[src/rtl/wsb_pkg.sv]
// wsb_pkg: shared widths, register codes, types and state encodings of the speed balancer
`timescale 1ns / 1ps
package wsb_pkg;

    localparam int COUNT_WIDTH = 32;
    localparam int DRIVE_WIDTH = 8;
    localparam int TIME_W      = 32;
    localparam int SPEED_W     = 32;
    localparam int WIN_W       = 16;
    localparam int TOL_W       = 16;
    localparam int CFG_IDX_W   = 3;
    localparam int CFG_DATA_W  = 16;

    // counts per second from counts per millisecond
    localparam int SCALE   = 1000;
    localparam int SCALE_W = 10;
    localparam int DELTA_W = COUNT_WIDTH + 1;
    localparam int PROD_W  = DELTA_W + SCALE_W;
    localparam int DCNT_W  = $clog2(PROD_W);

    localparam logic [PROD_W-1:0] SAT_NEG_Q = PROD_W'(1) << (SPEED_W - 1);
    localparam logic [PROD_W-1:0] SAT_POS_Q = SAT_NEG_Q - PROD_W'(1);

    localparam int IN_W        = TIME_W + 2 * COUNT_WIDTH + 2 * DRIVE_WIDTH;
    localparam int IN_TDATA_W  = ((IN_W + 7) / 8) * 8;
    localparam int OUT_W       = 2 * DRIVE_WIDTH + 2 * SPEED_W;
    localparam int OUT_TDATA_W = ((OUT_W + 7) / 8) * 8;

    localparam logic [WIN_W-1:0]       WINDOW_RESET = WIN_W'(50);
    localparam logic [TOL_W-1:0]       TOL_RESET    = TOL_W'(10);
    localparam logic [DRIVE_WIDTH-1:0] STEP_RESET   = DRIVE_WIDTH'(1);
    localparam logic [DRIVE_WIDTH-1:0] MIN_RESET    = '0;
    localparam logic [DRIVE_WIDTH-1:0] MAX_RESET    = '1;

    typedef enum logic [CFG_IDX_W-1:0] {
        CFG_WINDOW = 3'd0,
        CFG_TOL    = 3'd1,
        CFG_STEP   = 3'd2,
        CFG_MIN    = 3'd3,
        CFG_MAX    = 3'd4
    } cfg_idx_t;

    typedef struct packed {
        logic [WIN_W-1:0]       window_ms;
        logic [TOL_W-1:0]       speed_tolerance;
        logic [DRIVE_WIDTH-1:0] drive_step;
        logic [DRIVE_WIDTH-1:0] min_drive;
        logic [DRIVE_WIDTH-1:0] max_drive;
    } cfg_t;

    typedef struct packed {
        logic               done;
        logic [SPEED_W-1:0] speed;
    } lane_res_t;

    typedef enum logic [1:0] {
        LN_IDLE,
        LN_MUL,
        LN_DIV,
        LN_FIN
    } lane_state_t;

    typedef enum logic [1:0] {
        TOP_IDLE,
        TOP_DIV,
        TOP_OUT
    } top_state_t;

endpackage

[src/rtl/two_wheel_speed_balancer_top.sv]
// two_wheel_speed_balancer_top: control call sequencing, windowing state and result register
//
// Each s_ transaction is one control call: a millisecond time, the right and left
// encoder counts and the two current drive values. Each call gives exactly one
// m_ transaction with both adjusted drives and the held wheel speeds; m_tuser is
// set when the call opened a new window and recomputed the speeds.
// Registers are written on the cfg_ channel (index 0 window_ms, 1 speed_tolerance,
// 2 drive_step, 3 min_drive, 4 max_drive); other indexes are ignored. cfg_ready is
// always high; write only while no call is in flight.
// A call that recomputes the speeds passes through the two lanes' bit-serial
// dividers (a multiply step, then 43 quotient bits); the sequencer then takes
// the speeds and loads the result. A call inside the window goes straight to
// the result load. One call is in flight at a time and s_tready is high only
// when the sequencer is idle, so the next call is taken only after the previous
// one has loaded its result.
// The result sits in an output register, so the next call is taken while the
// previous result is still waiting; if the receiver stalls, the finished call
// waits in the sequencer until the register frees up.
// Reset clears all window state and speeds to zero and loads the register
// defaults (50, 10, 1, 0, 255).
`timescale 1ns / 1ps
module two_wheel_speed_balancer_top
    import wsb_pkg::*;
(
    input  logic                   aclk,
    input  logic                   aresetn,
    // time_ms, right_count, left_count, drive_a_in, drive_b_in (from bit 0 up)
    input  logic [IN_TDATA_W-1:0]  s_tdata,
    input  logic                   s_tvalid,
    output logic                   s_tready,
    // drive_a, drive_b, right_speed, left_speed (from bit 0 up)
    output logic [OUT_TDATA_W-1:0] m_tdata,
    // speeds_updated
    output logic                   m_tuser,
    output logic                   m_tvalid,
    input  logic                   m_tready,
    input  logic                   cfg_valid,
    output logic                   cfg_ready,
    input  logic [CFG_IDX_W-1:0]   cfg_index,
    input  logic [CFG_DATA_W-1:0]  cfg_data
);

    top_state_t state_reg, state_next;

    cfg_t                   cfg_reg;
    logic [TIME_W-1:0]      last_time_reg;
    logic [COUNT_WIDTH-1:0] prev_right_reg;
    logic [COUNT_WIDTH-1:0] prev_left_reg;
    logic [SPEED_W-1:0]     right_speed_reg;
    logic [SPEED_W-1:0]     left_speed_reg;
    logic [DRIVE_WIDTH-1:0] drive_a_hold_reg;
    logic [DRIVE_WIDTH-1:0] drive_b_hold_reg;
    logic                   upd_reg;
    logic [OUT_TDATA_W-1:0] m_tdata_reg;
    logic                   m_tuser_reg;
    logic                   m_tvalid_reg;

    logic [TIME_W-1:0]      in_time;
    logic [COUNT_WIDTH-1:0] in_right;
    logic [COUNT_WIDTH-1:0] in_left;
    logic [DRIVE_WIDTH-1:0] in_da;
    logic [DRIVE_WIDTH-1:0] in_db;
    logic [TIME_W-1:0]      elapsed;
    logic [WIN_W-1:0]       win;
    logic                   in_window_done;
    logic                   s_fire;
    logic                   lane_start;
    logic                   out_load;
    lane_res_t              right_res;
    lane_res_t              left_res;
    logic [DRIVE_WIDTH-1:0] drive_a;
    logic [DRIVE_WIDTH-1:0] drive_b;

    assign in_time  = s_tdata[TIME_W-1:0];
    assign in_right = s_tdata[TIME_W +: COUNT_WIDTH];
    assign in_left  = s_tdata[TIME_W + COUNT_WIDTH +: COUNT_WIDTH];
    assign in_da    = s_tdata[TIME_W + 2 * COUNT_WIDTH +: DRIVE_WIDTH];
    assign in_db    = s_tdata[TIME_W + 2 * COUNT_WIDTH + DRIVE_WIDTH +: DRIVE_WIDTH];

    // a zero window acts as one so the divisor is never zero
    assign win            = (cfg_reg.window_ms == '0) ? WIN_W'(1) : cfg_reg.window_ms;
    assign elapsed        = in_time - last_time_reg;
    assign in_window_done = (elapsed >= TIME_W'(win));
    assign s_fire         = s_tvalid && s_tready;

    assign cfg_ready = 1'b1;
    assign m_tdata   = m_tdata_reg;
    assign m_tuser   = m_tuser_reg;
    assign m_tvalid  = m_tvalid_reg;

    wsb_lane u_lane_right (
        .aclk       (aclk),
        .aresetn    (aresetn),
        .start      (lane_start),
        .cur_count  (in_right),
        .prev_count (prev_right_reg),
        .divisor    (elapsed),
        .res        (right_res)
    );

    wsb_lane u_lane_left (
        .aclk       (aclk),
        .aresetn    (aresetn),
        .start      (lane_start),
        .cur_count  (in_left),
        .prev_count (prev_left_reg),
        .divisor    (elapsed),
        .res        (left_res)
    );

    wsb_merge u_merge (
        .cfg         (cfg_reg),
        .right_speed (right_speed_reg),
        .left_speed  (left_speed_reg),
        .drive_a_in  (drive_a_hold_reg),
        .drive_b_in  (drive_b_hold_reg),
        .drive_a     (drive_a),
        .drive_b     (drive_b)
    );

    always_comb begin
        state_next = state_reg;
        unique case (state_reg)
            TOP_IDLE: begin
                if (s_tvalid) begin
                    state_next = in_window_done ? TOP_DIV : TOP_OUT;
                end
            end
            TOP_DIV: begin
                if (right_res.done && left_res.done) begin
                    state_next = TOP_OUT;
                end
            end
            TOP_OUT: begin
                if (!m_tvalid_reg || m_tready) begin
                    state_next = TOP_IDLE;
                end
            end
            default: state_next = TOP_IDLE;
        endcase
    end

    always_comb begin
        s_tready   = (state_reg == TOP_IDLE);
        lane_start = (state_reg == TOP_IDLE) && s_tvalid && in_window_done;
        out_load   = (state_reg == TOP_OUT) && (!m_tvalid_reg || m_tready);
    end

    always_ff @(posedge aclk) begin
        if (!aresetn) begin
            state_reg       <= TOP_IDLE;
            cfg_reg         <= '{WINDOW_RESET, TOL_RESET, STEP_RESET, MIN_RESET, MAX_RESET};
            last_time_reg   <= '0;
            prev_right_reg  <= '0;
            prev_left_reg   <= '0;
            right_speed_reg <= '0;
            left_speed_reg  <= '0;
            m_tvalid_reg    <= 1'b0;
        end else begin
            state_reg <= state_next;
            if (cfg_valid && cfg_ready) begin
                unique case (cfg_index)
                    CFG_WINDOW: cfg_reg.window_ms       <= cfg_data[WIN_W-1:0];
                    CFG_TOL:    cfg_reg.speed_tolerance <= cfg_data[TOL_W-1:0];
                    CFG_STEP:   cfg_reg.drive_step      <= cfg_data[DRIVE_WIDTH-1:0];
                    CFG_MIN:    cfg_reg.min_drive       <= cfg_data[DRIVE_WIDTH-1:0];
                    CFG_MAX:    cfg_reg.max_drive       <= cfg_data[DRIVE_WIDTH-1:0];
                    default: ;
                endcase
            end
            // lanes capture the old counts in the same cycle
            if (lane_start) begin
                last_time_reg  <= in_time;
                prev_right_reg <= in_right;
                prev_left_reg  <= in_left;
            end
            if (state_reg == TOP_DIV && right_res.done && left_res.done) begin
                right_speed_reg <= right_res.speed;
                left_speed_reg  <= left_res.speed;
            end
            if (out_load) begin
                m_tvalid_reg <= 1'b1;
            end else if (m_tready) begin
                m_tvalid_reg <= 1'b0;
            end
        end
    end

    always_ff @(posedge aclk) begin
        if (s_fire) begin
            drive_a_hold_reg <= in_da;
            drive_b_hold_reg <= in_db;
            upd_reg          <= in_window_done;
        end
        if (out_load) begin
            m_tdata_reg <= OUT_TDATA_W'({left_speed_reg, right_speed_reg, drive_b, drive_a});
            m_tuser_reg <= upd_reg;
        end
    end

endmodule

[src/rtl/wsb_lane.sv]
// wsb_lane: one wheel's speed unit, count delta times scale then a bit-serial divide
`timescale 1ns / 1ps
module wsb_lane
    import wsb_pkg::*;
(
    input  logic                   aclk,
    input  logic                   aresetn,
    input  logic                   start,
    input  logic [COUNT_WIDTH-1:0] cur_count,
    input  logic [COUNT_WIDTH-1:0] prev_count,
    input  logic [TIME_W-1:0]      divisor,
    output lane_res_t              res
);

    lane_state_t state_reg, state_next;

    logic [DELTA_W-1:0] mag_reg;
    logic               neg_reg;
    logic [TIME_W-1:0]  div_reg;
    logic [PROD_W-1:0]  dvd_reg;
    logic [TIME_W-1:0]  rem_reg;
    logic [DCNT_W-1:0]  cnt_reg;

    logic [DELTA_W-1:0] delta;
    logic [TIME_W:0]    trial;
    logic               qbit;
    logic [TIME_W:0]    trial_sub;

    assign delta = {cur_count[COUNT_WIDTH-1], cur_count}
                 - {prev_count[COUNT_WIDTH-1], prev_count};

    // restoring divide step: remainder stays below the divisor
    assign trial     = {rem_reg, dvd_reg[PROD_W-1]};
    assign qbit      = (trial >= {1'b0, div_reg});
    assign trial_sub = trial - {1'b0, div_reg};

    always_comb begin
        state_next = state_reg;
        unique case (state_reg)
            LN_IDLE: begin
                if (start) begin
                    state_next = LN_MUL;
                end
            end
            LN_MUL: state_next = LN_DIV;
            LN_DIV: begin
                if (cnt_reg == DCNT_W'(PROD_W - 1)) begin
                    state_next = LN_FIN;
                end
            end
            LN_FIN: state_next = LN_IDLE;
            default: state_next = LN_IDLE;
        endcase
    end

    always_comb begin
        res.done  = (state_reg == LN_FIN);
        res.speed = dvd_reg[SPEED_W-1:0];
        if (neg_reg) begin
            if (dvd_reg >= SAT_NEG_Q) begin
                res.speed = SAT_NEG_Q[SPEED_W-1:0];
            end else begin
                res.speed = -dvd_reg[SPEED_W-1:0];
            end
        end else if (dvd_reg > SAT_POS_Q) begin
            res.speed = SAT_POS_Q[SPEED_W-1:0];
        end
    end

    always_ff @(posedge aclk) begin
        if (!aresetn) begin
            state_reg <= LN_IDLE;
        end else begin
            state_reg <= state_next;
        end
    end

    always_ff @(posedge aclk) begin
        if (state_reg == LN_IDLE && start) begin
            neg_reg <= delta[DELTA_W-1];
            mag_reg <= delta[DELTA_W-1] ? -delta : delta;
            div_reg <= divisor;
        end
        if (state_reg == LN_MUL) begin
            dvd_reg <= PROD_W'(mag_reg) * PROD_W'(SCALE);
            rem_reg <= '0;
            cnt_reg <= '0;
        end
        if (state_reg == LN_DIV) begin
            rem_reg <= qbit ? trial_sub[TIME_W-1:0] : trial[TIME_W-1:0];
            dvd_reg <= {dvd_reg[PROD_W-2:0], qbit};
            cnt_reg <= cnt_reg + DCNT_W'(1);
        end
    end

endmodule

[src/rtl/wsb_merge.sv]
// wsb_merge: compares the two lane speeds and steps and clamps the drives
`timescale 1ns / 1ps
module wsb_merge
    import wsb_pkg::*;
(
    input  cfg_t                   cfg,
    input  logic [SPEED_W-1:0]     right_speed,
    input  logic [SPEED_W-1:0]     left_speed,
    input  logic [DRIVE_WIDTH-1:0] drive_a_in,
    input  logic [DRIVE_WIDTH-1:0] drive_b_in,
    output logic [DRIVE_WIDTH-1:0] drive_a,
    output logic [DRIVE_WIDTH-1:0] drive_b
);

    localparam int DV_W = DRIVE_WIDTH + 2;

    logic signed [SPEED_W:0]   diff;
    logic        [SPEED_W:0]   abs_diff;
    logic                      boost;
    logic                      left_faster;
    logic signed [DV_W-1:0]    da;
    logic signed [DV_W-1:0]    db;
    logic signed [DV_W-1:0]    stp;

    function automatic logic [DRIVE_WIDTH-1:0] clamp(
        input logic signed [DV_W-1:0]  v,
        input logic [DRIVE_WIDTH-1:0]  lo,
        input logic [DRIVE_WIDTH-1:0]  hi
    );
        logic signed [DV_W-1:0] lo_s;
        logic signed [DV_W-1:0] hi_s;
        logic [DRIVE_WIDTH-1:0] r;
        lo_s = $signed({2'b00, lo});
        hi_s = $signed({2'b00, hi});
        priority if (v > hi_s) begin
            r = hi;
        end else if (v < lo_s) begin
            r = lo;
        end else begin
            r = v[DRIVE_WIDTH-1:0];
        end
        return r;
    endfunction

    always_comb begin
        diff = $signed({left_speed[SPEED_W-1], left_speed})
             - $signed({right_speed[SPEED_W-1], right_speed});
        abs_diff    = diff[SPEED_W] ? -diff : diff;
        boost       = (abs_diff >= (SPEED_W + 1)'(cfg.speed_tolerance));
        left_faster = ($signed(left_speed) > $signed(right_speed));
        stp = $signed({2'b00, cfg.drive_step});
        da  = $signed({2'b00, drive_a_in});
        db  = $signed({2'b00, drive_b_in});
        // boost the slower wheel, otherwise trim the faster one
        if (boost) begin
            if (left_faster) begin
                db = db + stp;
            end else begin
                da = da + stp;
            end
        end else begin
            if (left_faster) begin
                da = da - stp;
            end else begin
                db = db - stp;
            end
        end
        drive_a = clamp(da, cfg.min_drive, cfg.max_drive);
        drive_b = clamp(db, cfg.min_drive, cfg.max_drive);
    end

endmodule
[config.mk]
export PLATFORM = sky130hd
export DESIGN_NAME = two_wheel_speed_balancer_top
export DESIGN_NICKNAME = d
export VERILOG_FILES = /design/src/rtl/wsb_pkg.sv /design/src/rtl/two_wheel_speed_balancer_top.sv /design/src/rtl/wsb_lane.sv /design/src/rtl/wsb_merge.sv
export SDC_FILE = /design/constraint.sdc
export NUM_CORES = 2
export LEC_CHECK = 0
export ABC_AREA = 1
export ABC_CLOCK_PERIOD_IN_PS = 5980
export BUFFER_PORTS_ARGS = -buffer_cell sky130_fd_sc_hd__buf_2
export CAP_MARGIN = 30
export CORE_MARGIN = 3
export CORE_UTILIZATION = 53
export DETAILED_ROUTE_END_ITERATION = 16
export PLACE_DENSITY = 0.73
export RECOVER_POWER = 50
export SLEW_MARGIN = 20
export SYNTH_ARGS = -nofsm -noshare
export SYNTH_HDL_FRONTEND = slang
export SYNTH_HIERARCHICAL = 1
export SYNTH_SLANG_ARGS = --single-unit
[constraint.sdc]
create_clock -name aclk -period 5.98 [get_ports aclk]
set_input_delay 1.794 -clock aclk [delete_from_list [all_inputs] [get_ports aclk]]
set_output_delay 1.794 -clock aclk [all_outputs]
set_load 0.005 [all_outputs]
==> out/summary.md <==
The fraction of final layout cells with drive strength greater than 1 works out to 0.0982. The total global-route track usage is 0.293, and the count of input and output buffers is 218. The run gives 0.108 mm2 as the core outline area.

The classification of the worst-slack hold path was reg2reg. Entering global routing, the biggest net connects 122 pins. Buffers inserted during clock tree synthesis total 75. The slew at the pin with the worst max-slew slack was 0.869 ns. The logs give 0.0645 mm2 for the final instance area and 53400 for the total via count after detailed routing.

The cell count after placement was 9718. Routed via count divided by cell count: 5.40. The final worst slack was 0.195 ns; the headroom to the max-slew limit was 0.421. The count of standard-cell rows was 120; the y dimension of the die was 337 um. The area share of the largest cell type after synthesis is 0.202, and the multiplexer fraction of the synthesized cell area is 0.000344. After detailed placement, the total cell area comes to 0.0611 mm2.

By area the synthesized netlist is led by sky130_fd_sc_hd__edfxtp_1 20%, sky130_fd_sc_hd__nand2_1 13%, sky130_fd_sc_hd__ha_1 10%. The critical path's slowest cell was sky130_fd_sc_hd__fa_2. Kind of critical path: reg2reg. The tools report the root buffer selected by CTS as sky130_fd_sc_hd__clkbuf_16. After the first detailed-routing iteration, the DRC count stood at 4665. Ranked by instance count, the synthesized netlist is headed by 1941 x sky130_fd_sc_hd__nand2_1, 1513 x sky130_fd_sc_hd__inv_1, 960 x sky130_fd_sc_hd__nor2_1. Summed over all layers, the global routing overflow is 0.

The worst clock skew on the final layout is 0.0360 ns. The run finished with clean final reports. Static timing analysis puts the maximum clock frequency at 173 MHz.

The clock-pin slew of the registers on the worst-case setup and hold paths works out to 0.06 ns. The worst path needs 5.78 ns of the cycle, external delays included. In this run the worst path has a maximum fanout of 8.

Dividing the synthesized area by the synthesized cell count gives 7.13 um2. On the worst path, the slowest cell contributes a delay of 0.37 ns. The most common cell in the synthesized netlist is sky130_fd_sc_hd__nand2_1. The tools report the type of element launching the critical path as a flip-flop. The startpoint identified for the worst hold timing path is cfg_reg[14]$_SDFFE_PN0P_.

Summing every instance area after synthesis gives 0.0582 mm2. Counting cells, the worst reg-to-reg path comes to 45. The count of nets left with antenna violations once routing finished came out at 0. For the fraction of the yosys area taken by sequential cells, the log shows 0.279.

Initial antenna violation count: 5. 220 I/O pins were placed. The run gives 10100 as the filler cell count in the final layout.

The count of cell types in the netlist is 70. STA puts the critical path data required time at 6.36 ns. The endpoint class of the critical path is a flip-flop. The post-synthesis share of cell area spent on xor and xnor gates came out at 0.0311.

The hold-critical path endpoint is cfg_reg[14]$_SDFFE_PN0P_. Combinational family with the most area after synthesis: simple AND/OR/NAND/NOR gates. Setup repair after global routing could not meet its margin everywhere. The run gives 49900 as the number of global-route vias before repair. The largest area contributor in the synthesized netlist is sky130_fd_sc_hd__edfxtp_1.

The area fraction in compound gates after synthesis is 0.0999, and the worst slack after detailed placement is -0.150 ns. The number of slew-limit violations in the final report is 0, and the fraction of the cycle the final worst path needs is 0.967. For the effective utilization at floorplan, the log shows 0.539.

The post-layout net count came out at 9297. Routability-driven placement finished with a final weighted congestion of 0.971. Count of endpoints failing hold in the final timing report: 0. Flip-flop count of the largest register, all copies and words added: 80. The startpoint identified for the worst register-to-register timing path is left_speed_reg[0]$_SDFFE_PN0P_. Clock latency on the worst-skew pair, taken at its later pin, is 0.66 ns.

Across the run, the number of max-cap violations was 0. Wire length of the first global-routing pass: 267 mm. The clock net in this run drives a total of 615 sinks.

By instance count, the cell type seen most on the critical path is sky130_fd_sc_hd__nand2_1. Counting every net in the synthesized netlist gives 9041. For this run, the number of Yosys warnings is 6.

Hold-critical path depth: 2. The die covers 0.114 mm2. The post-synthesis register bit count works out to 615.

In this run, synthesis inferred 392 flip-flops with an integrated enable. Data arrival time of the critical path: 6.17 ns. Synthesis handed over a netlist of 8172 instances. In the routed design, unresolved DRC markers number 0. In this run the critical register-to-register path is captured at m_tdata[15]$_DFFE_PP_.

Summed over all nets, the half-perimeter wirelength after detailed placement is 136 mm. Predominant post-synthesis flop cell: sky130_fd_sc_hd__edfxtp_1. The run gives 3 as the depth of the CTS H-tree.

For the number of standard cells in the layout, taps in and fillers out, the log shows 9896. The clock passes through at most 3 buffers. The die is 337 um wide. The simple logic cell fraction of the synthesized area is 0.287, and the fraction of registers with async set or reset after synthesis is 0.

Compared with the post-synthesis result, the final layout area differs by 10.8%. For the detailed-route wire length, the log shows 169 mm. The fraction of the mapped netlist area in adder cells is 0.190, and the worst hold margin is 0.449 ns. The tools report the setup slack of the most critical reg-to-reg path as 0.20 ns. Setup violations remaining at the end of the flow were counted as 0. The wire length per cell after detailed routing was 17.1 um. TritonCTS built the clock tree. The length of the first detailed-routing pass in iterations is 7.
worst max-delay path by stage:
stage	start	to	cells past startpoint
3_5_place_dp	left_speed_reg[0]$_SDFFE_PN0P_	m_tdata[1]$_DFFE_PP_	46
3_3_place_gp	left_speed_reg[0]$_SDFFE_PN0P_	m_tdata[4]$_DFFE_PP_	46
4_1_cts	left_speed_reg[0]$_SDFFE_PN0P_	m_tdata[15]$_DFFE_PP_	47
6_report	left_speed_reg[0]$_SDFFE_PN0P_	m_tdata[15]$_DFFE_PP_	45
5_1_grt	left_speed_reg[0]$_SDFFE_PN0P_	m_tdata[15]$_DFFE_PP_	46
2_1_floorplan	left_speed_reg[0]$_SDFFE_PN0P_	m_tdata[8]$_DFFE_PP_	49
routing by layer:
metal,part of all wire,vias to the layer above,wire [um],track usage
met1,0.46,24800,77600,0.421
li1,-,26500,-,-
met3,0.068,278,11400,0.0353
met4,0.034,0,5660,0.0934
met5,0,-,0,0
met2,0.44,1808,74100,0.461
critical path: cells and delay by family, from the launching register on:
family / cells / cell delay, ns
flops: 1 / 0.33
xor+xnor: 1 / 0.15
simple gates: 28 / 2.23
buf+inv: 6 / 0.71
compound gates: 6 / 1.01
fa+ha+maj: 4 / 1.06
stage by stage:
step / setup TNS (ns) / util
4_1_cts: 0 / 0.589
6_report: 0 / 0.597
3_5_place_dp: -1.63 / 0.565
3_3_place_gp: 0 / 0.564
5_1_grt: -2.46 / 0.597
2_1_floorplan: 0 / -
timing repair:
action | in CTS | in global routing
hold endpoints to repair | 0 | 0
setup endpoints to repair | 16 | 16
pin swaps | 6 | 43
resized for setup | 11 | 124
buffers inserted | 6 | 22
gates cloned | 3 | 2
hold buffers | 0 | 0
layout by cell type, fill, tap and decap left out, drive strengths merged, types with 101 or more instances in the layout:
cell type	n
clkbuf	101
dfxtp	223
xor2	143
o21ai	466
nand2	2023
nand3	414
nand3b	129
a21oi	406
edfxtp	392
inv	1552
ha	479
nor2	1043
fa	254
buf	323
cell families after synthesis:
group / count (synthesis)
AO/OA/AOI/OAI: 1053
XOR/XNOR: 205
adder cells (fa/ha/maj): 733
buffers and inverters: 1707
flip-flops: 615
multiplexers: 2
other: 1
AND/OR/NAND/NOR: 3856
layout make-up:
| type | instances | area, um2 | share of cell area |
|---|---|---|---|
| multi-input cells | 5855 | 36000 | 0.559 |
| inverters | 1554 | 5860 | 0.0909 |
| flip-flops and latches | 615 | 16200 | 0.252 |
| repair buffers | 327 | 2050 | 0.0318 |
| clock buffers | 97 | 2080 | 0.0323 |
| diodes | 4 | 10.0 | 0.000155 |
| well taps | 1403 | 1760 | 0.0272 |
| clock inverters | 41 | 450 | 0.00698 |
Power is left out: the tool's default activity adds up to more than one toggle a clock period on the data nets, which glitch-free logic cannot reach.
